===== src/rtl/core/assert_macros.svh =====
//------------------------------------------------------------------------------
// assert_macros.svh
// Concurrent assertion helpers shared by the RTL.
//------------------------------------------------------------------------------
`ifndef ASSERT_MACROS_SVH
`define ASSERT_MACROS_SVH

// Same-cycle implication, disabled while reset is asserted.
`define ASSERT_IMPLIES(label, clk, rst_n, ante, cons) \
    label: assert property (@(posedge clk) disable iff (!(rst_n)) (ante) |-> (cons)) \
        else $error("assertion failed");

// Next-cycle implication, disabled while reset is asserted.
`define ASSERT_NEXT(label, clk, rst_n, ante, cons) \
    label: assert property (@(posedge clk) disable iff (!(rst_n)) (ante) |=> (cons)) \
        else $error("assertion failed");

`endif


===== src/rtl/core/ctcgd_pkg.sv =====
//------------------------------------------------------------------------------
// ctcgd_pkg
// Shared constants and codes for the CTC greedy decoder.
//------------------------------------------------------------------------------
package ctcgd_pkg;

    localparam int MAX_CLASSES = 8192;
    localparam int MAX_STEPS   = 512;
    localparam int FIFO_DEPTH  = 4;

    localparam int LOGIT_W  = 16;
    localparam int CHAR_W   = 13;
    localparam int NC_W     = 14;
    localparam int MIN_W    = 15;
    localparam int STATUS_W = 2;
    localparam int CFG_IDX_W  = 2;
    localparam int CFG_DATA_W = 16;

    localparam logic [NC_W-1:0]  NUM_CLASSES_RST = 14'd8192;
    localparam logic [MIN_W-1:0] MIN_SCORE_RST   = 15'd0;

    localparam logic [CFG_IDX_W-1:0] REG_NUM_CLASSES = 2'd0;
    localparam logic [CFG_IDX_W-1:0] REG_MIN_SCORE   = 2'd1;

    localparam logic [STATUS_W-1:0] STATUS_OK       = 2'd0;
    localparam logic [STATUS_W-1:0] STATUS_MID_STEP = 2'd1;
    localparam logic [STATUS_W-1:0] STATUS_OVERFLOW = 2'd2;

    localparam logic KIND_CHAR    = 1'b0;
    localparam logic KIND_SUMMARY = 1'b1;

endpackage


===== src/rtl/core/ctcgd_fifo.sv =====
//------------------------------------------------------------------------------
// ctcgd_fifo
// Small event queue between the classifier front and the result back end.
//------------------------------------------------------------------------------
module ctcgd_fifo #(
    parameter int WIDTH = 8,
    parameter int DEPTH = ctcgd_pkg::FIFO_DEPTH
) (
    input  logic             i_clk,
    input  logic             i_rst_n,
    input  logic             i_push,
    input  logic [WIDTH-1:0] i_data,
    output logic             o_full,
    input  logic             i_pop,
    output logic [WIDTH-1:0] o_data,
    output logic             o_empty
);

    localparam int PTR_W = (DEPTH > 1) ? $clog2(DEPTH) : 1;
    localparam int CNT_W = $clog2(DEPTH + 1);

    logic [WIDTH-1:0] r_mem [DEPTH];
    logic [PTR_W-1:0] r_wr_ptr, n_wr_ptr;
    logic [PTR_W-1:0] r_rd_ptr, n_rd_ptr;
    logic [CNT_W-1:0] r_count, n_count;
    logic             do_push, do_pop;

    assign o_full  = (r_count == CNT_W'(DEPTH));
    assign o_empty = (r_count == '0);
    assign o_data  = r_mem[r_rd_ptr];

    assign do_push = i_push && !o_full;
    assign do_pop  = i_pop && !o_empty;

    always_comb begin
        n_wr_ptr = r_wr_ptr;
        n_rd_ptr = r_rd_ptr;
        n_count  = r_count;
        if (do_push) begin
            n_wr_ptr = (r_wr_ptr == PTR_W'(DEPTH - 1)) ? '0 : r_wr_ptr + 1'b1;
        end
        if (do_pop) begin
            n_rd_ptr = (r_rd_ptr == PTR_W'(DEPTH - 1)) ? '0 : r_rd_ptr + 1'b1;
        end
        if (do_push && !do_pop) begin
            n_count = r_count + 1'b1;
        end else if (do_pop && !do_push) begin
            n_count = r_count - 1'b1;
        end
    end

    always_ff @(posedge i_clk) begin
        if (!i_rst_n) begin
            r_wr_ptr <= '0;
            r_rd_ptr <= '0;
            r_count  <= '0;
        end else begin
            r_wr_ptr <= n_wr_ptr;
            r_rd_ptr <= n_rd_ptr;
            r_count  <= n_count;
        end
    end

    always_ff @(posedge i_clk) begin
        if (do_push) begin
            r_mem[r_wr_ptr] <= i_data;
        end
    end

endmodule


===== src/rtl/core/ctcgd_front.sv =====
//------------------------------------------------------------------------------
// ctcgd_front
// Per-score argmax, step bookkeeping and character selection; posts events.
//------------------------------------------------------------------------------
module ctcgd_front #(
    parameter int MAX_CLASSES = ctcgd_pkg::MAX_CLASSES,
    parameter int MAX_STEPS   = ctcgd_pkg::MAX_STEPS,
    parameter int CLS_W   = (MAX_CLASSES > 2) ? $clog2(MAX_CLASSES) : 1,
    parameter int STEP_W  = $clog2(MAX_STEPS + 1),
    parameter int TOTAL_W = ctcgd_pkg::LOGIT_W + STEP_W
) (
    input  logic                                i_clk,
    input  logic                                i_rst_n,
    input  logic                                i_valid,
    input  logic signed [ctcgd_pkg::LOGIT_W-1:0] i_logit,
    input  logic                                i_end_of_sequence,
    input  logic [ctcgd_pkg::NC_W-1:0]          i_num_classes,
    input  logic                                i_full,
    output logic                                o_push,
    output logic                                o_has_char,
    output logic [ctcgd_pkg::CHAR_W-1:0]        o_char_index,
    output logic                                o_has_sum,
    output logic signed [TOTAL_W-1:0]           o_total,
    output logic [STEP_W-1:0]                   o_count,
    output logic [ctcgd_pkg::STATUS_W-1:0]      o_status
);

    localparam int CMP_W = (CLS_W + 1 > ctcgd_pkg::NC_W) ? CLS_W + 1 : ctcgd_pkg::NC_W;

    logic [CLS_W-1:0]                     r_cls_cnt;
    logic signed [ctcgd_pkg::LOGIT_W-1:0] r_best_val;
    logic [CLS_W-1:0]                     r_best_cls;
    logic [CLS_W-1:0]                     r_prev_cls;
    logic                                 r_prev_vld;
    logic signed [TOTAL_W-1:0]            r_total;
    logic [STEP_W-1:0]                    r_sel_cnt;
    logic [STEP_W-1:0]                    r_step_cnt;
    logic                                 r_ovf;

    logic                                 accept;
    logic                                 take;
    logic signed [ctcgd_pkg::LOGIT_W-1:0] cur_val;
    logic [CLS_W-1:0]                     cur_cls;
    logic [CMP_W-1:0]                     nc_ext, nc_eff, cnt_p1;
    logic                                 complete;
    logic                                 step_ovf;
    logic                                 select;
    logic [CLS_W-1:0]                     idx_m1;
    logic signed [TOTAL_W-1:0]            total_nx;
    logic [STEP_W-1:0]                    sel_nx;
    logic                                 ovf_nx;

    assign accept = i_valid && !i_full;

    always_comb begin
        take    = (r_cls_cnt == '0) || (i_logit > r_best_val);
        cur_val = take ? i_logit : r_best_val;
        cur_cls = take ? r_cls_cnt : r_best_cls;

        nc_ext = CMP_W'(i_num_classes);
        if (nc_ext < CMP_W'(2)) begin
            nc_eff = CMP_W'(2);
        end else if (nc_ext > CMP_W'(MAX_CLASSES)) begin
            nc_eff = CMP_W'(MAX_CLASSES);
        end else begin
            nc_eff = nc_ext;
        end
        cnt_p1   = CMP_W'(r_cls_cnt) + 1'b1;
        complete = (cnt_p1 >= nc_eff);

        step_ovf = complete && (r_step_cnt >= STEP_W'(MAX_STEPS));
        select   = complete && !step_ovf && (cur_cls != '0)
                   && !(r_prev_vld && (cur_cls == r_prev_cls));
        idx_m1   = cur_cls - 1'b1;

        total_nx = select ? r_total + TOTAL_W'(cur_val) : r_total;
        sel_nx   = select ? r_sel_cnt + 1'b1 : r_sel_cnt;
        ovf_nx   = r_ovf || step_ovf;
    end

    assign o_push       = accept && (select || i_end_of_sequence);
    assign o_has_char   = select;
    assign o_char_index = ctcgd_pkg::CHAR_W'(idx_m1);
    assign o_has_sum    = i_end_of_sequence;
    assign o_total      = total_nx;
    assign o_count      = sel_nx;
    assign o_status     = ovf_nx ? ctcgd_pkg::STATUS_OVERFLOW :
                          (!complete ? ctcgd_pkg::STATUS_MID_STEP : ctcgd_pkg::STATUS_OK);

    always_ff @(posedge i_clk) begin
        if (!i_rst_n) begin
            r_cls_cnt  <= '0;
            r_best_val <= '0;
            r_best_cls <= '0;
            r_prev_cls <= '0;
            r_prev_vld <= 1'b0;
            r_total    <= '0;
            r_sel_cnt  <= '0;
            r_step_cnt <= '0;
            r_ovf      <= 1'b0;
        end else if (accept) begin
            if (i_end_of_sequence) begin
                r_cls_cnt  <= '0;
                r_best_val <= '0;
                r_best_cls <= '0;
                r_prev_cls <= '0;
                r_prev_vld <= 1'b0;
                r_total    <= '0;
                r_sel_cnt  <= '0;
                r_step_cnt <= '0;
                r_ovf      <= 1'b0;
            end else begin
                r_best_val <= cur_val;
                r_best_cls <= cur_cls;
                r_total    <= total_nx;
                r_sel_cnt  <= sel_nx;
                r_ovf      <= ovf_nx;
                if (complete) begin
                    r_cls_cnt <= '0;
                    if (!step_ovf) begin
                        r_step_cnt <= r_step_cnt + 1'b1;
                        r_prev_cls <= cur_cls;
                        r_prev_vld <= 1'b1;
                    end
                end else begin
                    r_cls_cnt <= r_cls_cnt + 1'b1;
                end
            end
        end
    end

endmodule


===== src/rtl/core/ctcgd_back.sv =====
//------------------------------------------------------------------------------
// ctcgd_back
// Drains events: sends characters, divides the score total for the summary.
//------------------------------------------------------------------------------
module ctcgd_back #(
    parameter int MAX_STEPS = ctcgd_pkg::MAX_STEPS,
    parameter int STEP_W    = $clog2(MAX_STEPS + 1),
    parameter int TOTAL_W   = ctcgd_pkg::LOGIT_W + STEP_W
) (
    input  logic                                 i_clk,
    input  logic                                 i_rst_n,
    input  logic                                 i_empty,
    output logic                                 o_pop,
    input  logic                                 i_has_char,
    input  logic [ctcgd_pkg::CHAR_W-1:0]         i_char_index,
    input  logic                                 i_has_sum,
    input  logic signed [TOTAL_W-1:0]            i_total,
    input  logic [STEP_W-1:0]                    i_count,
    input  logic [ctcgd_pkg::STATUS_W-1:0]       i_status,
    input  logic [ctcgd_pkg::MIN_W-1:0]          i_min_score,
    input  logic                                 i_stall,
    output logic                                 o_valid,
    output logic                                 o_kind,
    output logic [ctcgd_pkg::CHAR_W-1:0]         o_char_index,
    output logic signed [ctcgd_pkg::LOGIT_W-1:0] o_avg_score,
    output logic                                 o_below_minimum,
    output logic [ctcgd_pkg::STATUS_W-1:0]       o_status,
    output logic                                 o_last
);

    localparam int DC_W = $clog2(TOTAL_W);

    typedef enum logic [4:0] {
        S_IDLE = 5'b00001,
        S_CHAR = 5'b00010,
        S_DIV  = 5'b00100,
        S_FIN  = 5'b01000,
        S_SUM  = 5'b10000
    } t_back_state;

    t_back_state                          r_state, n_state;
    logic                                 r_has_sum, n_has_sum;
    logic [STEP_W-1:0]                    r_count, n_count;
    logic [ctcgd_pkg::STATUS_W-1:0]       r_st, n_st;
    logic signed [TOTAL_W-1:0]            r_total, n_total;
    logic [TOTAL_W-1:0]                   r_quo, n_quo;
    logic [STEP_W-1:0]                    r_rem, n_rem;
    logic [DC_W-1:0]                      r_div_cnt, n_div_cnt;
    logic                                 r_neg, n_neg;

    logic                                 r_valid, n_valid;
    logic                                 r_kind, n_kind;
    logic [ctcgd_pkg::CHAR_W-1:0]         r_char, n_char;
    logic signed [ctcgd_pkg::LOGIT_W-1:0] r_avg, n_avg;
    logic                                 r_below, n_below;
    logic [ctcgd_pkg::STATUS_W-1:0]       r_ost, n_ost;
    logic                                 r_last, n_last;

    logic signed [TOTAL_W-1:0]            src_total;
    logic [TOTAL_W-1:0]                   mag;
    logic [STEP_W:0]                      rem_sh;
    logic                                 ge;
    logic [TOTAL_W-1:0]                   q_signed;
    logic signed [ctcgd_pkg::LOGIT_W-1:0] avg;

    always_comb begin
        src_total = (r_state == S_IDLE) ? i_total : r_total;
        mag       = src_total[TOTAL_W-1] ? TOTAL_W'(-src_total) : TOTAL_W'(src_total);
        rem_sh    = {r_rem, r_quo[TOTAL_W-1]};
        ge        = (rem_sh >= {1'b0, r_count});
        q_signed  = r_neg ? TOTAL_W'(-r_quo) : r_quo;
        avg       = (r_count == '0) ? '0 : q_signed[ctcgd_pkg::LOGIT_W-1:0];
    end

    always_comb begin
        n_state   = r_state;
        n_has_sum = r_has_sum;
        n_count   = r_count;
        n_st      = r_st;
        n_total   = r_total;
        n_quo     = r_quo;
        n_rem     = r_rem;
        n_div_cnt = r_div_cnt;
        n_neg     = r_neg;
        n_valid   = r_valid;
        n_kind    = r_kind;
        n_char    = r_char;
        n_avg     = r_avg;
        n_below   = r_below;
        n_ost     = r_ost;
        n_last    = r_last;
        o_pop     = 1'b0;

        case (r_state)
            S_IDLE: begin
                if (!i_empty) begin
                    o_pop     = 1'b1;
                    n_has_sum = i_has_sum;
                    n_count   = i_count;
                    n_st      = i_status;
                    n_total   = i_total;
                    n_quo     = mag;
                    n_rem     = '0;
                    n_div_cnt = '0;
                    n_neg     = i_total[TOTAL_W-1];
                    if (i_has_char) begin
                        n_valid = 1'b1;
                        n_kind  = ctcgd_pkg::KIND_CHAR;
                        n_char  = i_char_index;
                        n_avg   = '0;
                        n_below = 1'b0;
                        n_ost   = ctcgd_pkg::STATUS_OK;
                        n_last  = 1'b0;
                        n_state = S_CHAR;
                    end else begin
                        n_state = S_DIV;
                    end
                end
            end
            S_CHAR: begin
                if (!i_stall) begin
                    n_valid   = 1'b0;
                    n_quo     = mag;
                    n_rem     = '0;
                    n_div_cnt = '0;
                    n_neg     = r_total[TOTAL_W-1];
                    n_state   = r_has_sum ? S_DIV : S_IDLE;
                end
            end
            S_DIV: begin
                n_rem     = ge ? STEP_W'(rem_sh - {1'b0, r_count}) : STEP_W'(rem_sh);
                n_quo     = {r_quo[TOTAL_W-2:0], ge};
                n_div_cnt = r_div_cnt + 1'b1;
                if (r_div_cnt == DC_W'(TOTAL_W - 1)) begin
                    n_state = S_FIN;
                end
            end
            S_FIN: begin
                n_valid = 1'b1;
                n_kind  = ctcgd_pkg::KIND_SUMMARY;
                n_char  = '0;
                n_avg   = avg;
                n_below = (avg < $signed({1'b0, i_min_score}));
                n_ost   = r_st;
                n_last  = 1'b1;
                n_state = S_SUM;
            end
            S_SUM: begin
                if (!i_stall) begin
                    n_valid = 1'b0;
                    n_state = S_IDLE;
                end
            end
            default: begin
                n_valid = 1'b0;
                n_state = S_IDLE;
            end
        endcase
    end

    always_ff @(posedge i_clk) begin
        if (!i_rst_n) begin
            r_state <= S_IDLE;
            r_valid <= 1'b0;
        end else begin
            r_state <= n_state;
            r_valid <= n_valid;
        end
    end

    always_ff @(posedge i_clk) begin
        r_has_sum <= n_has_sum;
        r_count   <= n_count;
        r_st      <= n_st;
        r_total   <= n_total;
        r_quo     <= n_quo;
        r_rem     <= n_rem;
        r_div_cnt <= n_div_cnt;
        r_neg     <= n_neg;
        r_kind    <= n_kind;
        r_char    <= n_char;
        r_avg     <= n_avg;
        r_below   <= n_below;
        r_ost     <= n_ost;
        r_last    <= n_last;
    end

    assign o_valid         = r_valid;
    assign o_kind          = r_kind;
    assign o_char_index    = r_char;
    assign o_avg_score     = r_avg;
    assign o_below_minimum = r_below;
    assign o_status        = r_ost;
    assign o_last          = r_last;

endmodule


===== src/rtl/core/ctc_greedy_decoder_core.sv =====
//------------------------------------------------------------------------------
// ctc_greedy_decoder_core
// Greedy best-path CTC decoder over a stream of Q8.8 class scores.
//------------------------------------------------------------------------------
// Input channel (i_valid / o_stall): one class score per request, class 0 first,
// num_classes scores per time step; i_end_of_sequence marks the final score.
// The front takes one score per cycle while the event queue has room.
// Output channel (o_valid / i_stall): character requests (kind 0) as steps
// finish, then one summary request (kind 1, last 1) per sequence.
// The character chosen by the score that ends a step passes through the event
// queue and then the output register. A summary follows the end-of-sequence
// score once the one-bit-per-cycle restoring divider has formed the average.
// The back end pops the next event only after the current character is taken.
// When the receiver stalls the result is held in the output register; the
// 4-entry event queue absorbs the backlog, and o_stall rises once it is full.
// Configuration (i_cfg_valid / o_cfg_ready): always ready; index 0 is
// num_classes, index 1 is min_score; write only while the block is idle.
// Reset (synchronous, active low) clears the front's sequence state, the queue,
// the back end's state and output valid; it loads num_classes 8192, min_score 0.
//------------------------------------------------------------------------------
`include "assert_macros.svh"

module ctc_greedy_decoder_core #(
    parameter int MAX_CLASSES = ctcgd_pkg::MAX_CLASSES,
    parameter int MAX_STEPS   = ctcgd_pkg::MAX_STEPS
) (
    input  logic                                     i_clk,
    input  logic                                     i_rst_n,
    input  logic                                     i_valid,
    output logic                                     o_stall,
    input  logic signed [ctcgd_pkg::LOGIT_W-1:0]     i_logit,
    input  logic                                     i_end_of_sequence,
    output logic                                     o_valid,
    input  logic                                     i_stall,
    output logic                                     o_kind,
    output logic [ctcgd_pkg::CHAR_W-1:0]             o_char_index,
    output logic signed [ctcgd_pkg::LOGIT_W-1:0]     o_avg_score,
    output logic                                     o_below_minimum,
    output logic [ctcgd_pkg::STATUS_W-1:0]           o_status,
    output logic                                     o_last,
    input  logic                                     i_cfg_valid,
    output logic                                     o_cfg_ready,
    input  logic [ctcgd_pkg::CFG_IDX_W-1:0]          i_cfg_index,
    input  logic [ctcgd_pkg::CFG_DATA_W-1:0]         i_cfg_data
);

    localparam int CLS_W   = (MAX_CLASSES > 2) ? $clog2(MAX_CLASSES) : 1;
    localparam int STEP_W  = $clog2(MAX_STEPS + 1);
    localparam int TOTAL_W = ctcgd_pkg::LOGIT_W + STEP_W;
    localparam int EV_W    = 1 + ctcgd_pkg::CHAR_W + 1 + TOTAL_W + STEP_W
                             + ctcgd_pkg::STATUS_W;

    logic [ctcgd_pkg::NC_W-1:0]     r_num_classes;
    logic [ctcgd_pkg::MIN_W-1:0]    r_min_score;

    logic                           push, full, empty, pop;
    logic                           f_has_char, f_has_sum;
    logic [ctcgd_pkg::CHAR_W-1:0]   f_char;
    logic signed [TOTAL_W-1:0]      f_total;
    logic [STEP_W-1:0]              f_count;
    logic [ctcgd_pkg::STATUS_W-1:0] f_status;
    logic                           b_has_char, b_has_sum;
    logic [ctcgd_pkg::CHAR_W-1:0]   b_char;
    logic signed [TOTAL_W-1:0]      b_total;
    logic [STEP_W-1:0]              b_count;
    logic [ctcgd_pkg::STATUS_W-1:0] b_status;
    logic [EV_W-1:0]                ev_in, ev_out;

    assign o_cfg_ready = 1'b1;
    assign o_stall     = full;

    always_ff @(posedge i_clk) begin
        if (!i_rst_n) begin
            r_num_classes <= ctcgd_pkg::NUM_CLASSES_RST;
            r_min_score   <= ctcgd_pkg::MIN_SCORE_RST;
        end else if (i_cfg_valid && o_cfg_ready) begin
            if (i_cfg_index == ctcgd_pkg::REG_NUM_CLASSES) begin
                r_num_classes <= i_cfg_data[ctcgd_pkg::NC_W-1:0];
            end else if (i_cfg_index == ctcgd_pkg::REG_MIN_SCORE) begin
                r_min_score <= i_cfg_data[ctcgd_pkg::MIN_W-1:0];
            end
        end
    end

    ctcgd_front #(
        .MAX_CLASSES (MAX_CLASSES),
        .MAX_STEPS   (MAX_STEPS),
        .CLS_W       (CLS_W),
        .STEP_W      (STEP_W),
        .TOTAL_W     (TOTAL_W)
    ) u_front (
        .i_clk             (i_clk),
        .i_rst_n           (i_rst_n),
        .i_valid           (i_valid),
        .i_logit           (i_logit),
        .i_end_of_sequence (i_end_of_sequence),
        .i_num_classes     (r_num_classes),
        .i_full            (full),
        .o_push            (push),
        .o_has_char        (f_has_char),
        .o_char_index      (f_char),
        .o_has_sum         (f_has_sum),
        .o_total           (f_total),
        .o_count           (f_count),
        .o_status          (f_status)
    );

    assign ev_in = {f_has_char, f_char, f_has_sum, f_total, f_count, f_status};
    assign {b_has_char, b_char, b_has_sum, b_total, b_count, b_status} = ev_out;

    ctcgd_fifo #(
        .WIDTH (EV_W),
        .DEPTH (ctcgd_pkg::FIFO_DEPTH)
    ) u_fifo (
        .i_clk   (i_clk),
        .i_rst_n (i_rst_n),
        .i_push  (push),
        .i_data  (ev_in),
        .o_full  (full),
        .i_pop   (pop),
        .o_data  (ev_out),
        .o_empty (empty)
    );

    ctcgd_back #(
        .MAX_STEPS (MAX_STEPS),
        .STEP_W    (STEP_W),
        .TOTAL_W   (TOTAL_W)
    ) u_back (
        .i_clk           (i_clk),
        .i_rst_n         (i_rst_n),
        .i_empty         (empty),
        .o_pop           (pop),
        .i_has_char      (b_has_char),
        .i_char_index    (b_char),
        .i_has_sum       (b_has_sum),
        .i_total         (b_total),
        .i_count         (b_count),
        .i_status        (b_status),
        .i_min_score     (r_min_score),
        .i_stall         (i_stall),
        .o_valid         (o_valid),
        .o_kind          (o_kind),
        .o_char_index    (o_char_index),
        .o_avg_score     (o_avg_score),
        .o_below_minimum (o_below_minimum),
        .o_status        (o_status),
        .o_last          (o_last)
    );

    `ASSERT_IMPLIES(a_push_has_room, i_clk, i_rst_n, push, !full && i_valid)
    `ASSERT_IMPLIES(a_pop_not_empty, i_clk, i_rst_n, pop, !empty)
    `ASSERT_IMPLIES(a_status_code, i_clk, i_rst_n, o_valid, o_status <= ctcgd_pkg::STATUS_OVERFLOW)
    `ASSERT_NEXT(a_summary_reloads, i_clk, i_rst_n, o_valid && o_last && !i_stall, !o_valid)

endmodule


===== config.mk =====
export PLATFORM = sky130hd
export DESIGN_NAME = ctc_greedy_decoder_core
export DESIGN_NICKNAME = d
export VERILOG_FILES = /design/src/rtl/core/ctcgd_pkg.sv /design/src/rtl/core/ctcgd_fifo.sv /design/src/rtl/core/ctcgd_front.sv /design/src/rtl/core/ctcgd_back.sv /design/src/rtl/core/ctc_greedy_decoder_core.sv
export VERILOG_INCLUDE_DIRS = /design/src /design/src/rtl/core
export SDC_FILE = /design/constraint.sdc
export NUM_CORES = 1
export LEC_CHECK = 0
export ABC_CLOCK_PERIOD_IN_PS = 6600
export BUFFER_PORTS_ARGS = -buffer_cell sky130_fd_sc_hd__buf_2
export CORE_ASPECT_RATIO = 0.5
export CORE_MARGIN = 3
export CORE_UTILIZATION = 25
export DETAILED_ROUTE_END_ITERATION = 7
export GPL_ROUTABILITY_DRIVEN = 0
export SETUP_SLACK_MARGIN = 0.05
export SYNTH_ARGS = -nofsm -noshare
export SYNTH_HDL_FRONTEND = slang
export SYNTH_SLANG_ARGS = --single-unit

===== constraint.sdc =====
create_clock -name i_clk -period 6.6 [get_ports i_clk]
set_input_delay 0.33 -clock i_clk [delete_from_list [all_inputs] [get_ports i_clk]]
set_output_delay 0.33 -clock i_clk [all_outputs]
set_load 0.02 [all_outputs]

### Yosys cells after proc, flatten, opt, wreduce, memory -nomap -nowiden

Memories as Yosys holds them, arrays and structs flattened. A register that Yosys moved wholly into a read port is not among the register bits.
Cells that the tools add are included.

| word-level totals | value |
|---|---|
| bits in registers | 259 |
| output and inout bits | 37 |
| memories | 1 |
| RAM bits | 212 |
| word-level logic and storage cells | 187 |
| bits of input ports | 40 |

Memories:

| memory | depth | bits a word | rd ports | clocked after Yosys merged registers in | write ports | line | RTL |
|---|---|---|---|---|---|---|---|
| u_fifo.r_mem | 4 | 53 | 1 | 1 | 1 | ctcgd_fifo.sv:22 | `logic [WIDTH-1:0] r_mem [DEPTH];` |

| cells by class | value |
|---|---|
| bitwise gates (word level) | 3 |
| mux-type cells | 75 |
| $add $sub $neg | 14 |
| magnitude comparators | 7 |
| eq/ne operators | 18 |
| reduce and logical (&&, ||, !) cells | 40 |

Operators with widths:

| operator | count |
|---|---|
| $mux 26 | 6 |
| $mux 13 | 9 |
| $mux 16 | 6 |
| $mux 10 | 8 |
| $pmux 26 s3 | 1 |
| $pmux 16 s2 | 1 |
| $mux 5 | 6 |
| $pmux 10 s3 | 1 |
| $mux 14 | 2 |
| $add 26x16->26 | 1 |
| $neg 26->26 | 1 |
| $pmux 13 s2 | 1 |
| $pmux 5 s5 | 1 |
| $add 10x1->10 const B | 2 |
| $gt 16x16->1 | 1 |
| $lt 16x16->1 | 1 |
| $mux 1 | 16 |
| $neg 16->16 | 1 |
| $pmux 5 s3 | 1 |
| $reduce_and 3->1 | 5 |
| $add 13x1->14 const B | 1 |
| $ge 14x14->1 | 1 |
| $gt 14x14->1 const B | 1 |
| $lt 14x2->1 const B | 1 |
| 39 further kinds | 82 |

### Logic depth before layout (Yosys ltp)

Gate-level depths: netlist (run 1).

| depth | value |
|---|---|
| word-level depth | 16 |
| mapped depth | 27 |

### By module

A second synthesis (run 1) with hierarchy kept.

| second synthesis, totals | value |
|---|---|
| cells, all modules | 1,993 |
| area total of the unflattened synthesis | 24,066.8 µm² |

By module, submodules not included:

| module | instances | area an instance (µm²) | cells each |
|---|---|---|---|
| ctcgd_fifo | 1 | 8,191.6 | 328 |
| ctcgd_front | 1 | 7,772.5 | 897 |
| ctcgd_back | 1 | 6,959.2 | 652 |
| ctc_greedy_decoder_core | 1 | 1,143.6 | 116 |

### Worst setup path before layout (run 1)

Ideal clock, no wire load.

| path | value |
|---|---|
| path type | reg-to-reg |
| from | register u_front.r_best_val[7] (netlist bit) |
| to | memory u_fifo.r_mem[3][0] (netlist bit) (enable) |
| clock period less this slack | 6,810 ps |
| arrival | 6,345 ps |
| buffers on the path | 4 |
| library setup time | 465 ps |
| slack | -210 ps |
| cell stages (with the launch flop) | 23 |
| cells stage by stage | dfxtp_1 > inv_1 > ha_1 > a21o_1 > a21o_1 > o31ai_1 > a31oi_1 > o21ai_2 > buf_4 > clkbuf_1 > clkbuf_1 > mux2_2 > inv_1 > ha_1 > nand2_1 > mux2i_1 > nand3_1 > o21a_1 > nand2_4 > inv_2 > o21ai_4 > buf_6 > nor2_1 |

| on the way | value |
|---|---|
| word-level cells in the longest chain between the ends | 12 |
| elaborated cells on any way between the ends | 14 |
| classes of those cells | 1 x order compare; 1 x eq/ne; 3 x mux; 9 x reduce/logical |

RTL lines:

| element | line | RTL |
|---|---|---|
| from (decl) | ctcgd_front.sv:31 | `logic signed [ctcgd_pkg::LOGIT_W-1:0] r_best_val;` |
| from (signal assigned) | ctcgd_front.sv:113 | `r_best_val <= cur_val;` |
| $gt 16x16->1 (*) | ctcgd_front.sv:56 | `take = (r_cls_cnt == '0) \|\| (i_logit > r_best_val);` |
| $logic_or 1x1->1 (*) | ctcgd_front.sv:56 |  |
| $mux 13 (*) | ctcgd_front.sv:58 | `cur_cls = take ? r_cls_cnt : r_best_cls;` |
| $eq 13x13->1 | ctcgd_front.sv:73 | `&& !(r_prev_vld && (cur_cls == r_prev_cls));` |
| $logic_and 1x1->1 | ctcgd_front.sv:73 |  |
| $logic_not 1->1 | ctcgd_front.sv:73 |  |
| $logic_and 1x1->1 (*) | ctcgd_front.sv:73 |  |
| $logic_or 1x1->1 (*) | ctcgd_front.sv:81 | `assign o_push = accept && (select \|\| i_end_of_sequence);` |
| $logic_and 1x1->1 (*) | ctcgd_front.sv:81 |  |
| $logic_and 1x1->1 (*) | ctcgd_fifo.sv:32 | `assign do_push = i_push && !o_full;` |
| $mux 1 (*) | ctcgd_fifo.sv:65 | `if (do_push) begin` |
| $mux 1 (not written as such) (*) | ctcgd_fifo.sv:66 | `r_mem[r_wr_ptr] <= i_data;` |
| to (decl) | ctcgd_fifo.sv:22 |  |

Every way passes the cells marked *; elsewhere a longest branch is shown, timed or not.

### Final worst setup path (run 1)

| path | value |
|---|---|
| from | register u_front.r_best_val[15] (netlist bit) |
| to | memory u_fifo.r_mem[3][36] (netlist bit), data pin |

| on the way | value |
|---|---|
| word-level cells in the longest chain between the ends | 8 |
| elaborated cells on any way between the ends | 12 |
| classes of those cells | 1 x add/sub; 1 x order compare; 1 x eq/ne; 3 x mux; 6 x reduce/logical |

RTL lines:

| element | line | RTL |
|---|---|---|
| branches (longest 7 deep; another with $add 26x16->26) | - |  |
| $mux 26 (*) | ctcgd_front.sv:76 | `total_nx = select ? r_total + TOTAL_W'(cur_val) : r_total;` |
| net f_total[24] | ctc_greedy_decoder_core.sv:59 | `logic signed [TOTAL_W-1:0] f_total;` |

Mark *: on every way through the listed nets, which the timed path passes.

==> results of run 1 <==
-- critical path: cells and delay by family (launching register included) --
kind,cells,cell delay [ns]
AOI/OAI and AO/OA,12,2.96
adders and majority gates,2,0.82
and+or+nand+nor,3,0.79
buffers and inverters,2,0.41
muxes,1,0.34
DFF,1,0.32
-- layout make-up --
class                   instances  area (um2)  area share
multi-input cells            1304        9590       0.361
inverters                      82         309      0.0116
diodes                          1        2.50   0.0000942
flip-flops and latches        473       12700       0.479
repair buffers                117         776      0.0292
clock buffers                  62        1360      0.0512
well taps                    1224        1530      0.0576
clock inverters                31         260     0.00980
-- worst max-delay path by stage --
stage | slack [ns] | end | cells past startpoint | startpoint
detailed placement | 0.62 | u_fifo.r_mem[1][36] | 20 | i_logit[15]
global route | 0.17 | u_fifo.r_mem[3][36] | 20 | u_front.r_best_val[15]
global placement | 0.74 | u_fifo.r_mem[0][36] | 20 | i_logit[15]
finish | 0.67 | u_fifo.r_mem[3][36] | 20 | u_front.r_best_val[15]
CTS | 0.67 | u_fifo.r_mem[3][36] | 20 | u_front.r_best_val[15]
floorplan | 0.71 | u_fifo.r_mem[3][0] | 22 | u_front.r_best_val[7]
-- power by group --
group | internal [mW] | total, mW | switching [mW]
clock network | 1.62 | 2.79 | 1.17
registers | 3.90 | 4.23 | 0.332
logic | 1.33 | 3.31 | 1.98
-- registers in the layout (all words and copies together), names as in the netlist, 14 cells and up, named ones only --
| register | flops |
|---|---|
| r_min_score | 15 |
| u_fifo.r_mem | 212 |
| r_num_classes | 14 |
| u_front.r_total | 26 |
| u_back.r_quo | 26 |
| u_back.r_total | 26 |
| u_front.r_best_val | 16 |
| u_back.o_avg_score | 16 |
-- cells in the final DEF, fill, tap and decap left out, types with 35 or more instances in the layout --
master and count:
nor3_1 35, a21oi_1 121, nand2_1 159, xor2_1 52, edfxtp_1 326, nand3_1 47
dfxtp_1 145, mux4_2 53, mux2_2 39, xnor2_1 65, clkbuf_16 53, buf_2 74
mux2i_1 36, nor2_1 161, inv_1 78, ha_1 95, a22oi_1 52, o21ai_0 83
-- metal layers --
metal | wire length [um] | vias to the layer above | track usage | share of wire
met5 | 11 | - | 0 | 0.00021
met4 | 1480 | 2 | 0.0330 | 0.028
met3 | 2490 | 94 | 0.0164 | 0.046
met2 | 25200 | 323 | 0.183 | 0.47
met1 | 24400 | 7439 | 0.144 | 0.46
li1 | - | 7434 | - | -
-- kinds of logic after synthesis --
logic type	after synthesis	share of synthesized area
flops	473	0.554
other cells	1	0.000163
simple gates	556	0.114
fa+ha+maj	98	0.0543
mux	129	0.0871
buf+inv	186	0.0321
compound gates	403	0.114
xor+xnor	117	0.0446
-- metrics by stage --
stage	setup WS [ns]	util	cells	area (um2)	power (mW)
after global routing	0.171	0.296	3294	26600	11.0
after floorplan	0.706	-	1963	23000	6.70
final	0.667	0.296	3294	26600	10.3
after detailed placement	0.622	0.277	3187	24800	7.63
after CTS	0.671	0.296	3293	26600	10.4
after global placement	0.739	0.277	3187	24800	7.56
==> results.sh, run 1 <==
export IMPL_crit_path_max_fanout=30
export IMPL_cts_resized_gates=0
export IMPL_die_area_um2=95900
export IMPL_fillers=9088
export IMPL_coreArea_um2=89700
export IMPL_async_flop_share=0
export IMPL_grt_max_degree=74
export IMPL_setup_tns_ns=0
export IMPL_synth_ff_latch_count=473
export IMPL_setup_violations=0
export IMPL_min_path_type="primary input to flop"
export IMPL_relSlewSlack=0.218
export IMPL_grt_setup_unrepaired="false"
export IMPL_clkLatencyLatePin_ns=0.58
export IMPL_min_to="r_num_classes[1]"
export IMPL_drc=0
export IMPL_routed_via_density=4.64
export IMPL_synth_ff_type="edfxtp_1"
export IMPL_cts_hold_buf=13
export IMPL_leakage_nw=9.54
export IMPL_drive_gt1_frac=0.143
export IMPL_r2r_start="u_front.r_best_val[15]"
export IMPL_crit_arrival_ns=6.24
export IMPL_cp_slowest_stage_delay_ns=0.50
export IMPL_rrSetupSlack_ns=0.67
export IMPL_yosysTopAreaCell="edfxtp_1"
export IMPL_min_period_ns=5.93
export IMPL_hold_slack_ns=0.0485
export IMPL_worst_pin_slew_ns=1.17
export IMPL_worstSetupEndpointType="flop"
export IMPL_ir_worst_vdd_mv=0.209
export IMPL_synth_area_um2=23000
export IMPL_first_pass_iters=5
export IMPL_synth_net_count=2101
export IMPL_ys_warn_count=0
export IMPL_dp_hpwl_mm=36.7
export IMPL_ios=77
export IMPL_cp_start_kind="flop"
export IMPL_numCtsBuffers=50
export IMPL_num_vias=15300
export IMPL_yosys_area_top_type_share=0.426
export IMPL_first_global_vias=14800
export IMPL_antenna_found_initial=3
export IMPL_die_h_um=220
export IMPL_clock_sinks=473
export IMPL_cts_setup_buffers=0
export IMPL_hold_depth=3
export IMPL_syn_to_final_growth_pct=15.5
export IMPL_fin_skew_ns=0.0209
export IMPL_yosys_top_cells_count="326 x edfxtp_1, 164 x nor2_1, 159 x nand2_1, 147 x dfxtp_1, 121 x a21oi_1"
export IMPL_fmax_mhz=169
export IMPL_synth_area_top_cells="edfxtp_1 43%, dfxtp_1 13%, mux4_2 5.2%, ha_1 5.2%, nor2_1 2.7%"
export IMPL_critical_path_class="flop to flop"
export IMPL_syn_inst=1963
export IMPL_cts_htree_levels=2
export IMPL_status="complete, no violations"
export IMPL_track_usage=0.108
export IMPL_clockBufferDepth=3
export IMPL_cts_tree="yes"
export IMPL_antenna_left=0
export IMPL_required_ns=6.91
export IMPL_grt_overflow=0
export IMPL_synth_seq_area_share=0.554
export IMPL_rr_worst_depth=20
export IMPL_finalHoldViolCount=0
export IMPL_dr_first_iter_drc_count=1171
export IMPL_syn_area_per_cell_um2=11.7
export IMPL_slew_viol_final=0
export IMPL_row_count=77
export IMPL_ys_types=78
export IMPL_hold_start="i_cfg_data[1]"
export IMPL_crit_slowest_cell="nor4_1"
export IMPL_cp_cell_sequence="inv_1 -> ha_1 -> nand4_1 -> nor4_1 -> a21bo_2 -> a41o_1 -> o21ai_4 -> buf_4 -> o21ai_0 -> fa_1 -> a21o_1 -> a21oi_1 -> o21bai_1 -> nand3_1 -> a31oi_1 -> a221o_1 -> a21o_1 -> a21oi_1 -> o311ai_0 -> mux2_2"
export IMPL_finalCritPeriodShare=0.899
export IMPL_initial_core_util=0.256
export IMPL_clk_pin_slew_ns=0.06
export IMPL_reg2reg_to="u_fifo.r_mem[3][36]"
export IMPL_drt_wl_total_mm=53.6
export IMPL_wl_per_cell_um=16.3
export IMPL_grt_pass1_wl_mm=83.6
export IMPL_synth_edf_count=326
export IMPL_power_density_nw_per_um2=389
export IMPL_die_x_um=435
export IMPL_yosysMostFrequentCell="edfxtp_1"
export IMPL_final_nets=2166
export IMPL_maxCapViolations=0
export IMPL_root_buffer="clkbuf_16"
export IMPL_place_port_buffers=74
(Power assumes the default switching activity.)
==> run 2: changes to the inputs <==
--- a/config.mk
+++ b/config.mk
@@ -16,4 +16,5 @@
 export SETUP_SLACK_MARGIN = 0.05
 export SYNTH_ARGS = -nofsm -noshare
 export SYNTH_HDL_FRONTEND = slang
+export SYNTH_HIERARCHICAL = 1
 export SYNTH_SLANG_ARGS = --single-unit
==> results.sh, run 2 <==
export IMPL_required_ns=7.12
export IMPL_syn_area_per_cell_um2=12.1
export IMPL_reg2reg_to="u_fifo/r_count[2]"
export IMPL_final_nets=2205
export IMPL_p_total_mw=10.3
export IMPL_die_x_um=445
export IMPL_cp_slowest_stage_delay_ns=0.78
export IMPL_r2r_start="u_front/r_cls_cnt[0]"
export IMPL_yosys_top_cells_count="326 x edfxtp_1, 166 x nand2_1, 147 x dfxtp_1, 97 x ha_1, 91 x nor2_1"
export IMPL_clockBufferDepth=3
export IMPL_leakage_nw=9.68
export IMPL_synth_seq_area_share=0.529
export IMPL_synth_ff_type="edfxtp_1"
export IMPL_crit_slowest_cell="a21oi_1"
export IMPL_ys_types=104
export IMPL_maxCapViolations=0
export IMPL_rr_worst_depth=24
export IMPL_cts_setup_buffers=0
export IMPL_root_buffer="clkbuf_16"
export IMPL_hold_depth=3
export IMPL_final_common_cell="edfxtp_1"
export IMPL_clkLatencyLatePin_ns=0.60
export IMPL_cts_resized_gates=0
export IMPL_clock_sinks=473
export IMPL_finalHoldViolCount=0
export IMPL_dr_first_iter_drc_count=1243
export IMPL_row_count=79
export IMPL_hold_start="i_cfg_data[2]"
export IMPL_final_cell_mix="326 x edfxtp_1, 166 x nand2_1, 145 x dfxtp_1, 97 x ha_1, 88 x nor2_1"
export IMPL_min_path_type="primary input to flop"
export IMPL_critical_path_class="flop to flop"
export IMPL_finalNonFillerCells=3364
export IMPL_crit_path_max_fanout=10
export IMPL_status="complete, no violations"
export IMPL_cp_cell_sequence="nand3_1 -> nor2_1 -> and3_1 -> nand2_1 -> nor2_1 -> xor2_1 -> ha_1 -> nand2_1 -> a221oi_1 -> a221o_1 -> a21o_1 -> a211o_1 -> nand2b_1 -> a21oi_1 -> o21ai_0 -> inv_1 -> nor2b_1 -> buf_4 -> ha_1 -> inv_1 -> fa_1 -> xor2_1 -> or3_1 -> a21boi_0"
export IMPL_grt_setup_unrepaired="false"
export IMPL_stdcell_area_um2=27500
export IMPL_worst_pin_slew_ns=1.27
export IMPL_track_usage=0.110
export IMPL_synth_net_count=2133
export IMPL_ys_warn_count=6
export IMPL_relSlewSlack=0.145
export IMPL_syn_to_final_growth_pct=14.3
export IMPL_yosys_area_top_type_share=0.407
export IMPL_fmax_mhz=166
export IMPL_cp_start_kind="flop"
export IMPL_cts_tree="yes"
export IMPL_fin_skew_ns=0.0262
export IMPL_worstSetupEndpointType="flop"
export IMPL_grt_pass1_wl_mm=89.4
export IMPL_top_register="u_fifo/r_mem"
export IMPL_drt_wl_total_mm=56.5
export IMPL_drive_gt1_frac=0.145
export IMPL_yosysMostFrequentCell="edfxtp_1"
export IMPL_initial_core_util=0.255
export IMPL_numCtsBuffers=51
export IMPL_grt_max_degree=75
export IMPL_power_density_nw_per_um2=374
export IMPL_synth_ff_latch_count=473
export IMPL_finalCritPeriodShare=0.913
export IMPL_first_pass_iters=5
export IMPL_dp_hpwl_mm=39.8
export IMPL_die_area_um2=100000
export IMPL_wl_per_cell_um=16.8
export IMPL_die_h_um=225
export IMPL_place_port_buffers=74
export IMPL_slew_viol_final=0
export IMPL_antenna_found_initial=5
export IMPL_num_vias=15900
export IMPL_cts_htree_levels=2
export IMPL_async_flop_share=0
export IMPL_dp_cells=3265
export IMPL_setup_violations=0
export IMPL_min_period_ns=6.02
export IMPL_first_global_vias=15500
export IMPL_setup_tns_ns=0
export IMPL_ios=77
export IMPL_synth_area_um2=24100
export IMPL_post_route_util=0.292
export IMPL_place_area_um2=25900
export IMPL_drc=0
export IMPL_coreArea_um2=94200
export IMPL_yosysTopAreaCell="edfxtp_1"
export IMPL_clk_pin_slew_ns=0.06
export IMPL_fillers=9484
export IMPL_antenna_left=0
export IMPL_synth_edf_count=326
export IMPL_rrSetupSlack_ns=0.58
export IMPL_grt_overflow=0
export IMPL_ir_worst_vdd_mv=0.242
export IMPL_syn_inst=1993
export IMPL_synth_area_top_cells="edfxtp_1 41%, dfxtp_1 12%, ha_1 5.0%, mux4_2 4.7%, mux2i_1 2.8%"
export IMPL_crit_arrival_ns=6.54
export IMPL_largest_reg_flops=212
export IMPL_min_to="r_num_classes[2]"
export IMPL_routed_via_density=4.72
## run 2: cell types whose count changed in the layout (fill, tap and decap cells not counted), moves of 21 or more
cell	change
a21oi_1	-51
a22o_1	+24
a32o_1	-25
mux2_1	+25
mux2i_1	+31
nor2_1	-73
nor2b_1	+38
o21ai_0	-21
o21ai_1	+37
## run 2: worst max-delay path: cells and delay by family, from the launching register on
kind	cells	cell delay [ns]
DFF	1	0.59
xor gates and xnor gates	2	0.50
and+or+nand+nor	9	1.72
adders and majority gates	3	0.80
AOI/OAI and AO/OA	7	1.94
buffers and inverters	3	0.38
## run 2: logic make-up (layout without fill, tap and decap cells)
kind of cell	Yosys count	count (layout)	synth area share
AO/OA/AOI/OAI	377	377	0.108
other	1	2	0.000156
buffers and inverters	175	290	0.0371
AND/OR/NAND/NOR	580	580	0.129
multiplexers	168	168	0.101
adder cells (fa/ha/maj)	100	100	0.0529
flip-flops	473	473	0.529
XOR/XNOR	119	119	0.0433
## run 2: final cells by class
| class | instances | area (um2) | share of cell area |
|---|---|---|---|
| sequential | 473 | 12700 | 0.463 |
| multi-input combinational | 1345 | 10500 | 0.381 |
| tap | 1255 | 1570 | 0.0571 |
| clock buffer | 65 | 1380 | 0.0502 |
| timing repair buffer | 115 | 786 | 0.0286 |
| inverter | 79 | 297 | 0.0108 |
| clock inverter | 31 | 235 | 0.00855 |
| antenna | 1 | 2.50 | 0.0000910 |
## run 2: through the flow
| stage | hold slack (ns) | setup WS, ns |
|---|---|---|
| 2_1_floorplan | 0.402 | 0.937 |
| 3_3_place_gp | 0.443 | 0.920 |
| 3_5_place_dp | 0.447 | 0.768 |
| 4_1_cts | 0.00241 | 0.720 |
| 5_1_grt | 0.0209 | 0.287 |
| 6_report | 0.0389 | 0.575 |
## run 2: metal layers
layer | wire (um) | up-vias | GRT usage
met1 | 26600 | 7836 | 0.151
met5 | 32 | - | 0
met4 | 1680 | 6 | 0.0369
met3 | 2640 | 98 | 0.0185
li1 | - | 7625 | -
met2 | 25500 | 315 | 0.178
## run 2: timing repair
action	4_1_cts	5_1_grt
hold endpoints to repair	2	0
hold buffers	2	0
endpoints found under the setup margin	0	0
## run 2: how the worst max path moves through the flow
stage | startpoint | to | slack (ns) | cells after the start
after global routing | u_front/r_cls_cnt[0] | u_fifo/r_count[2] | 0.29 | 24
final | u_front/r_cls_cnt[0] | u_fifo/r_count[2] | 0.58 | 24
after detailed placement | u_front/r_cls_cnt[0] | u_fifo/r_count[2] | 0.77 | 24
after global placement | i_logit[7] | u_fifo/r_mem[0][34] | 0.92 | 19
after floorplan | u_front/r_best_val[9] | u_fifo/r_mem[0][34] | 0.94 | 23
after CTS | u_front/r_cls_cnt[0] | u_fifo/r_count[2] | 0.72 | 24
## run 2: where the power goes
part | total, mW | switching [mW] | internal, mW
Combinational | 3.29 | 2.01 | 1.29
Clock | 2.76 | 1.20 | 1.56
Sequential | 4.22 | 0.353 | 3.87
Total | 10.3 | 3.56 | 6.72
==> run 3: changes to the inputs <==
--- a/config.mk
+++ b/config.mk
@@ -13,6 +13,9 @@
 export CORE_UTILIZATION = 25
 export DETAILED_ROUTE_END_ITERATION = 7
 export GPL_ROUTABILITY_DRIVEN = 0
+export GPL_TIMING_DRIVEN = 0
+export RECOVER_POWER = 25
+export REMOVE_ABC_BUFFERS = 1
 export SETUP_SLACK_MARGIN = 0.05
 export SYNTH_ARGS = -nofsm -noshare
 export SYNTH_HDL_FRONTEND = slang
==> results.sh, run 3 (same netlist as run 2, synthesis figures left out) <==
export IMPL_clockBufferDepth=3
export IMPL_die_x_um=445
export IMPL_die_h_um=225
export IMPL_rr_worst_depth=21
export IMPL_first_global_vias=15300
export IMPL_min_path_type="primary input to flop"
export IMPL_met1_usage=0.147
export IMPL_status="finished, violations left"
export IMPL_coreArea_um2=94200
export IMPL_final_common_cell="edfxtp_1"
export IMPL_ir_worst_vdd_mv=0.296
export IMPL_leakage_nw=9.48
export IMPL_ios=77
export IMPL_numCtsBuffers=49
export IMPL_finalNonFillerCells=3332
export IMPL_power_density_nw_per_um2=381
export IMPL_row_count=79
export IMPL_drt_wl_total_mm=55.2
export IMPL_setup_tns_ns=0
export IMPL_num_vias=15700
export IMPL_crit_arrival_ns=6.45
export IMPL_rrSetupSlack_ns=0.46
export IMPL_largest_reg_flops=212
export IMPL_cts_tree="yes"
export IMPL_final_cell_mix="326 x edfxtp_1, 165 x nand2_1, 146 x dfxtp_1, 97 x ha_1, 90 x nor2_1"
export IMPL_track_usage=0.108
export IMPL_cp_start_kind="flop"
export IMPL_dp_hpwl_mm=38.6
export IMPL_drive_gt1_frac=0.112
export IMPL_violations="max-capacitance violations, max-slew violations"
export IMPL_busiest_layer="met2"
export IMPL_first_pass_iters=5
export IMPL_grt_pass1_wl_mm=87.4
export IMPL_clock_sinks=473
export IMPL_multi_input_area_um2=10500
export IMPL_min_period_ns=6.14
export IMPL_finalHoldViolCount=0
export IMPL_place_area_um2=25700
export IMPL_dr_first_iter_drc_count=1177
export IMPL_use_met3=0.0155
export IMPL_wl_per_cell_um=16.6
export IMPL_fin_skew_ns=0.0295
export IMPL_setup_violations=0
export IMPL_grt_overflow=0
export IMPL_syn_to_final_growth_pct=13.4
export IMPL_post_route_util=0.290
export IMPL_maxCapViolations=6
export IMPL_cp_slowest_stage_delay_ns=0.57
export IMPL_crit_slowest_cell="nor2_8"
export IMPL_die_area_um2=100000
export IMPL_critical_path_class="flop to flop"
export IMPL_slew_viol_final=214
export IMPL_p_total_mw=10.4
export IMPL_required_ns=6.91
export IMPL_cts_htree_levels=2
export IMPL_worst_pin_slew_ns=2.78
export IMPL_initial_core_util=0.255
export IMPL_dp_cells=3238
export IMPL_finalCritPeriodShare=0.930
export IMPL_routed_via_density=4.71
export IMPL_fmax_mhz=163
export IMPL_top_register="u_fifo/r_mem"
export IMPL_drc=0
export IMPL_clkLatencyLatePin_ns=0.58
export IMPL_fillers=9565
export IMPL_ff_latch_area_um2=12700
export IMPL_grt_use_met2=0.178
export IMPL_worstSetupEndpointType="flop"
export IMPL_place_port_buffers=74
export IMPL_antenna_found_initial=5
export IMPL_crit_path_max_fanout=37
export IMPL_n_antenna_cell=0
export IMPL_grt_setup_unrepaired="false"
export IMPL_root_buffer="clkbuf_16"
export IMPL_clk_pin_slew_ns=0.06
export IMPL_relSlewSlack=-0.854
export IMPL_final_nets=2176
export IMPL_grt_max_degree=74
export IMPL_antenna_left=0
export IMPL_cp_cell_sequence="inv_1 -> ha_1 -> a211oi_2 -> nor2_1 -> a311oi_4 -> a21oi_4 -> nor2_8 -> o21ai_0 -> ha_1 -> fa_1 -> a211oi_1 -> o21ai_0 -> a221o_1 -> a21o_1 -> a21oi_1 -> o22ai_1 -> o41a_1 -> a21o_1 -> a21oi_1 -> xnor2_1 -> mux2_1"
export IMPL_hold_depth=3
export IMPL_stdcell_area_um2=27300
-- run 3: changes by cell type in the layout (fill, tap and decap cells not counted), sizes merged --
cell      change
clkinv        -3
clkinvlp      -6
bufinv        +4
buf          -68
diode         -1
clkbuf       +42
-- run 3: repair_timing --
item                                   in CTS  in global routing
hold buffers                                2                  0
setup buffers                               0                  0
endpoints found under the hold margin       2                  0
resized for setup                           0                  1
setup endpoints to repair                   0                213
-- run 3: path summary, 6_finish.rpt --
path | startpoint | to
max reg2reg | u_front/r_best_val[9] | u_fifo/r_mem[3][36]
min | i_cfg_data[5] | r_num_classes[5]
max | u_front/r_best_val[9] | u_fifo/r_mem[3][36]
min reg2reg | r_min_score[13] | r_min_score[13]
-- run 3: cell type report --
class	count	area share
clock inverter	26	0.0109
timing repair buffer	88	0.0200
inverter	79	0.0109
tap	1255	0.0575
clock buffer	66	0.0507
sequential	473	0.467
multi-input combinational	1345	0.383
-- run 3: power breakdown --
part	switching (mW)	internal, mW	leakage (nW)
clock	1.15	1.71	0.821
combinational	2.03	1.29	4.47
sequential	0.350	3.88	4.19
-- run 3: per-layer routing --
metal  share of wire  wire length, um  up-vias
met2            0.46            25600      311
li1                -                -     7568
met5         0.00072               40        -
met4           0.025             1380        6
met3           0.044             2420       83
met1            0.47            25800     7711
-- run 3: stage by stage --
| stage | hold WS (ns) | worst slack, ns |
|---|---|---|
| floorplan | 0.402 | 1.34 |
| global placement | 0.448 | -0.933 |
| detailed placement | 0.453 | 0.376 |
| CTS | 0.0297 | 0.358 |
| global route | 0.0493 | 0.105 |
| finish | 0.0740 | 0.462 |
-- run 3: worst max-delay path: cells and delay by family, from the launching register on --
family | cells | cell delay, ns
multiplexers | 1 | 0.37
XOR/XNOR | 1 | 0.11
buffers and inverters | 1 | 0.05
adder cells (fa/ha/maj) | 3 | 1.01
AO/OA/AOI/OAI | 13 | 3.31
flip-flops | 1 | 0.35
AND/OR/NAND/NOR | 2 | 0.67
